===== config.mk =====
export PLATFORM = sky130hd
export DESIGN_NAME = swr_ctrl
export DESIGN_NICKNAME = d
export VERILOG_FILES = /design/src/swr_pkg.sv /design/src/swr_ctrl.sv
export SDC_FILE = /design/constraint.sdc
export NUM_CORES = 1
export LEC_CHECK = 0
export BUFFER_PORTS_ARGS = -buffer_cell sky130_fd_sc_hd__clkbuf_2
export CAP_MARGIN = 20
export CORE_MARGIN = 1.5
export CORE_UTILIZATION = 40
export CTS_BUF_LIST = sky130_fd_sc_hd__clkbuf_8 sky130_fd_sc_hd__clkbuf_16
export CTS_CLUSTER_DIAMETER = 60
export DETAILED_ROUTE_END_ITERATION = 7
export HOLD_SLACK_MARGIN = 0.12
export SETUP_SLACK_MARGIN = 0.3
export SLEW_MARGIN = 10
export SYNTH_ARGS = -nofsm -noshare
export SYNTH_HDL_FRONTEND = slang
export SYNTH_SLANG_ARGS = --single-unit

===== constraint.sdc =====
create_clock -name clk -period 2 [get_ports clk]
set_input_delay 0.4 -clock clk [delete_from_list [all_inputs] [get_ports clk]]
set_output_delay 0.4 -clock clk [all_outputs]
set_load 0.03 [all_outputs]

===== src/swr_pkg.sv =====
// Shared types and constants for the sliding-window RMS block.
// Used by swr_ctrl, swr_dpath, sliding_window_rms and the testbench; no dependencies.
package swr_pkg;

  localparam int SAMPLE_W   = 16;             // Q1.15 sample
  localparam int SQ_W       = 2 * SAMPLE_W;   // product of two magnitudes
  localparam int QUO_W      = SQ_W - 1;       // mean of squares is at most 2^30
  localparam int ROOT_W     = 16;             // root of a QUO_W-bit value
  localparam int RAD_W      = 2 * ROOT_W;     // radicand, two bits per root step
  localparam int SREM_W     = ROOT_W + 3;     // partial remainder of the root
  localparam int WIN_W      = 11;
  localparam logic [WIN_W-1:0] WIN_RESET = 11'd1;

  typedef struct packed {
    logic signed [SAMPLE_W-1:0] sample_value;
    logic                       last_in_record;
  } swr_in_t;

  typedef struct packed {
    logic [ROOT_W-1:0] rms_value;
    logic              record_end;
  } swr_out_t;

  typedef enum logic [3:0] {
    ST_IDLE,
    ST_SQ_NEW,
    ST_SQ_OLD,
    ST_ACC,
    ST_DIV_LOAD,
    ST_DIV,
    ST_SQRT_LOAD,
    ST_SQRT,
    ST_DONE
  } swr_state_t;

  typedef struct packed {
    logic accept;     // capture word, read leaving sample
    logic sq_new;     // square the new sample
    logic sq_old;     // add new square, square the leaving sample
    logic acc;        // drop leaving square or count up, store sample
    logic div_load;
    logic div_step;
    logic sqrt_load;
    logic sqrt_step;
    logic out_load;   // move result into the output register
  } swr_cmd_t;

  typedef struct packed {
    logic win_zero;
  } swr_sts_t;

endpackage


===== src/swr_ctrl.sv =====
// Sequencer for the sliding-window RMS block: walks one word through
// update, divide and square root. Uses swr_pkg.
module swr_ctrl import swr_pkg::*; #(
  parameter int MAX_WINDOW = 1024
) (
  input  logic     clk,
  input  logic     rst_n,
  input  logic     in_valid,
  output logic     in_stall,
  output logic     out_valid,
  input  logic     out_stall,
  input  swr_sts_t sts,
  output swr_cmd_t cmd
);

  localparam int CNT_W  = $clog2(MAX_WINDOW + 1);
  localparam int SUM_W  = 30 + CNT_W;
  localparam int STEP_W = $clog2(SUM_W);
  localparam logic [STEP_W-1:0] DIV_LAST  = STEP_W'(SUM_W - 1);
  localparam logic [STEP_W-1:0] SQRT_LAST = STEP_W'(ROOT_W - 1);

  swr_state_t        state_r, state_nxt;
  logic [STEP_W-1:0] step_r, step_nxt;
  logic              out_valid_r, out_valid_nxt;

  always_ff @(posedge clk) begin
    if (!rst_n) begin
      state_r     <= ST_IDLE;
      step_r      <= '0;
      out_valid_r <= 1'b0;
    end else begin
      state_r     <= state_nxt;
      step_r      <= step_nxt;
      out_valid_r <= out_valid_nxt;
    end
  end

  always_comb begin
    state_nxt = state_r;
    step_nxt  = step_r;
    cmd       = '0;
    unique case (state_r)
      ST_IDLE: begin
        if (in_valid) begin
          cmd.accept = 1'b1;
          state_nxt  = sts.win_zero ? ST_DONE : ST_SQ_NEW;
        end
      end
      ST_SQ_NEW: begin
        cmd.sq_new = 1'b1;
        state_nxt  = ST_SQ_OLD;
      end
      ST_SQ_OLD: begin
        cmd.sq_old = 1'b1;
        state_nxt  = ST_ACC;
      end
      ST_ACC: begin
        cmd.acc   = 1'b1;
        state_nxt = ST_DIV_LOAD;
      end
      ST_DIV_LOAD: begin
        cmd.div_load = 1'b1;
        step_nxt     = '0;
        state_nxt    = ST_DIV;
      end
      ST_DIV: begin
        cmd.div_step = 1'b1;
        if (step_r == DIV_LAST) begin
          state_nxt = ST_SQRT_LOAD;
        end else begin
          step_nxt = step_r + 1'b1;
        end
      end
      ST_SQRT_LOAD: begin
        cmd.sqrt_load = 1'b1;
        step_nxt      = '0;
        state_nxt     = ST_SQRT;
      end
      ST_SQRT: begin
        cmd.sqrt_step = 1'b1;
        if (step_r == SQRT_LAST) begin
          state_nxt = ST_DONE;
        end else begin
          step_nxt = step_r + 1'b1;
        end
      end
      ST_DONE: begin
        // hold until the output register is free or being emptied
        if (!out_valid_r || !out_stall) begin
          cmd.out_load = 1'b1;
          state_nxt    = ST_IDLE;
        end
      end
      default: begin
        state_nxt = ST_IDLE;
      end
    endcase
  end

  always_comb begin
    if (cmd.out_load) begin
      out_valid_nxt = 1'b1;
    end else if (out_stall) begin
      out_valid_nxt = out_valid_r;
    end else begin
      out_valid_nxt = 1'b0;
    end
  end

  assign in_stall  = (state_r != ST_IDLE);
  assign out_valid = out_valid_r;

  // one word in flight: the cycle after an accept takes nothing new
  a_one_in_flight: assert property (@(posedge clk) disable iff (!rst_n)
    in_valid && !in_stall |=> in_stall)
    else $error("input accepted while a word is in flight");

  a_no_overwrite: assert property (@(posedge clk) disable iff (!rst_n)
    cmd.out_load |-> (!out_valid_r || !out_stall))
    else $error("result register overwritten before it was taken");

  a_result_from_done: assert property (@(posedge clk) disable iff (!rst_n)
    $rose(out_valid_r) |-> $past(state_r == ST_DONE))
    else $error("result presented outside the done state");

endmodule


==> metrics.md <==
| Metric | Value |
|---|---|
| Part of the power in registers | `18.6%` |
| Sequential-to-total area share from yosys stat | `27.63%` |
| Crit Path Class | `flip-flop to output port` |
| Register-to-register path setup slack | `0.34 ns` |
| Final GP Congestion | `0.8365` |
| Antenna violations before repair | `0` |
| RSZ-0062 raised after global routing | `yes` |
| Synth area leader | `dfxtp_1` |
| Worst-Skew Late Latency | `0.25 ns` |
| Buffers on Ports | `15` |
| Starting density of the core | `44.24%` |
| Pins over their slew limit | `0` |
| Hold wc startpoint | `sts` |
| FF-to-FF path depth | `5` |
| Tcrit/Tclk final | `90.41%` |
| Fill cell count | `152` |
| Critical path launch point | `state_r[2]` |
| Final ANT Viol Nets | `0` |
| Core area | `1802 µm²` |
| Max Cap Viol | `0` |
| Vias in the first global route | `735` |
| Max FO, Critical Path | `2` |
| Synth Register Bits | `11` |
| Comb pwr share | `69.2%` |
| Post-route cell area | `1204 µm²` |
| Maximum VDD drop | `1.133 mV` |
| CTS tree | `done` |
| Final Hold Vio Count | `0` |
| Die height | `47.64 µm` |
| Max clock buf depth | `2` |
| Synth top area share | `27.63%` |
| Post-DP Area | `910.9 µm²` |
| Setup_tns | `0 ns` |
| HP Class | `input pin to flip-flop` |
| Avg Cell Area, Syn | `8.302 µm²` |
| Num ports | `16` |
| Endpoints failing setup | `0` |
| Cell Area, Synth | `797.0 µm²` |
| Share of cells above drive strength 1 | `48.41%` |
| EDFF count, synth | `0` |
| Critical Path Sink Type | `output port` |
| GRT overflow | `0` |
| Fmax | `553.1 MHz` |
| Worst setup path end | `cmd[0]` |
| DR vias/cell | `6.046` |
| 1st-pass router iterations | `4` |
| First-pass GRT wire length | `3567 µm` |
| Clk root buf | `clkbuf_8` |
| Post-DP HPWL | `1390 µm` |
| Die ar. | `2269 µm²` |
| Top FF cell, synth | `dfxtp_1` |
| Internal | `1.070 mW` |
| Status | `completed` |
| Storage element area | `234.0 µm²` |
| Power Density | `1582 nW/µm²` |
| Worst r2r src | `state_r[2]` |
| Crit start category | `flip-flop` |
| RR Endpoint | `state_r[3]` |
| CP Data Required Time | `1.60 ns` |
| Vias | `913` |
| Diodes inserted | `0` |
| Asr flop ratio synth | `0%` |
| Sw Share | `43.81%` |
| Clk sinks | `11` |
| Clk_skew | `0.001778 ns` |
| Top cells by area, synth | `dfxtp_1, a21oi_1, nand4b_1, buf_2, ha_1` |
| Drc violations | `0` |
| WP data arrival | `1.41 ns` |
| P_leak | `0.4733 nW` |
| Actual slew at the worst max-slew pin | `0.3599 ns` |
| Fin crit period | `1.808 ns` |
| Cell variety after synth | `46` |
| Area of the multi-input gates | `573.1 µm²` |
| Clock power share | `12.2%` |
| CTS buffer count | `3` |
| H-tree depth | `1` |
| DIE WIDTH | `47.64 µm` |
| Cell row count | `15` |
| Initial drt markers | `44` |
| WL final | `2525 µm` |
| Area grow syn2layout | `51.02%` |
| Net switching power | `834.0 µW` |
| Largest net degree at the start of global routing | `11` |
| Syn_nets | `103` |
| Slew margin rel. | `75.95%` |
| Final #Nets | `134` |
| Total GRT Usage | `23.33%` |
| Routed length per instance | `16.72 µm` |
| Synthesized instance count | `96` |
| Clock slew at reported path FFs | `0.05 ns` |
| Yosys warnings | `0` |
[worst min path at each step]
stage	end	slack, ns	cells after the start
3_3_place_gp	step_r[0]	0.51	1
2_1_floorplan	step_r[0]	0.48	1
3_5_place_dp	step_r[4]	0.52	2
6_report	state_r[0]	0.45	3
4_1_cts	state_r[0]	0.45	3
5_1_grt	state_r[0]	0.48	3
[timing repair]
action	4_1_cts	5_1_grt
setup endpoints to repair	10	12
cloned	1	0
gates resized for setup	25	16
setup buffers	9	5
pin swaps	5	8
hold buffers	0	0
[worst max-delay path: stages (launching register included)]
cell      delay [ns]
dfxtp_1         0.32
or4b_4          0.55
a21oi_2         0.13
clkbuf_8        0.17
[area by class of cell]
| class | count | area share [%] |
|---|---|---|
| inverter | 6 | 1.871 |
| timing repair buffer | 35 | 24.74 |
| tap | 25 | 2.599 |
| sequential | 11 | 19.44 |
| clock buffer | 3 | 3.430 |
| multi-input combinational | 70 | 47.61 |
| clock inverter | 1 | 0.3119 |
[power by group through the flow]
stage / combinational, mW / clock (mW) / sequential, mW
after floorplan: 0.691 / 0 / 0.311
after global placement: 0.853 / 0 / 0.325
after detailed placement: 0.860 / 0 / 0.330
after CTS: 1.15 / 0.232 / 0.346
after global routing: 1.39 / 0.237 / 0.361
final: 1.32 / 0.231 / 0.355
[through the flow]
step	cells	setup slack, ns	power [mW]	hold WS (ns)	utilization (%)
5_1_grt	151	0.1458	1.984	0.4812	66.81
2_1_floorplan	96	0.1693	1.002	0.4784	-
4_1_cts	146	0.2032	1.722	0.4501	62.92
3_5_place_dp	132	0.2994	1.190	0.5173	50.56
6_report	151	0.1919	1.904	0.4494	66.81
3_3_place_gp	132	0.3082	1.178	0.5058	50.56
[Yosys cell counts, types with 2 or more instances]
master	number
nand3_1	5
o21ai_1	2
nor2b_1	2
dfxtp_1	11
a21o_1	2
buf_4	2
inv_1	5
nand2b_1	2
nand4b_1	3
nor4b_1	2
a41oi_1	2
nand2_1	5
clkbuf_1	2
ha_1	2
nor3_1	3
o21ai_0	2
a21oi_1	7
nand4_1	2
buf_2	5
nor2_1	4
[state kept, by name (all words and copies together) (netlist names)]
signal / count
step_r: 6
out_valid: 1
state_r: 4
[cells in the final DEF, fill, tap and decap left out, types with 2 or more instances in the layout]
cell      count
buf_4        20
clkbuf_8      7
inv_1         6
a21oi_1       6
clkbuf_2      6
dfxtp_1       6
nand3_1       5
nand2_1       4
nor2_1        4
nand4b_1      3
dfxtp_4       3
nor3_1        2
nor4b_2       2
nor2b_1       2
nand4_1       2
o21ai_1       2
a41oi_1       2
a21o_1        2
o21ai_0       2
buf_6         2
dfxtp_2       2
[layer usage]
metal / wire length, µm / global-route usage, %
met1: 1059 / 31.89
met3: 124 / 2.264
met4: 81 / 13.51
met5: 0 / 0
met2: 1259 / 35.68
[cells by family (layout without fill, tap and decap cells)]
| logic type | Yosys count | count (layout) | synth area share, % |
|---|---|---|---|
| muxes | 1 | 1 | 1.256 |
| buffers and inverters | 15 | 45 | 8.790 |
| DFF | 11 | 11 | 27.63 |
| and+or+nand+nor | 40 | 40 | 32.81 |
| adders and majority gates | 2 | 2 | 3.139 |
| AOI/OAI and AO/OA | 26 | 26 | 25.28 |
| xor gates and xnor gates | 1 | 1 | 1.099 |
No activity file was read; power rests on OpenSTA's default activity.
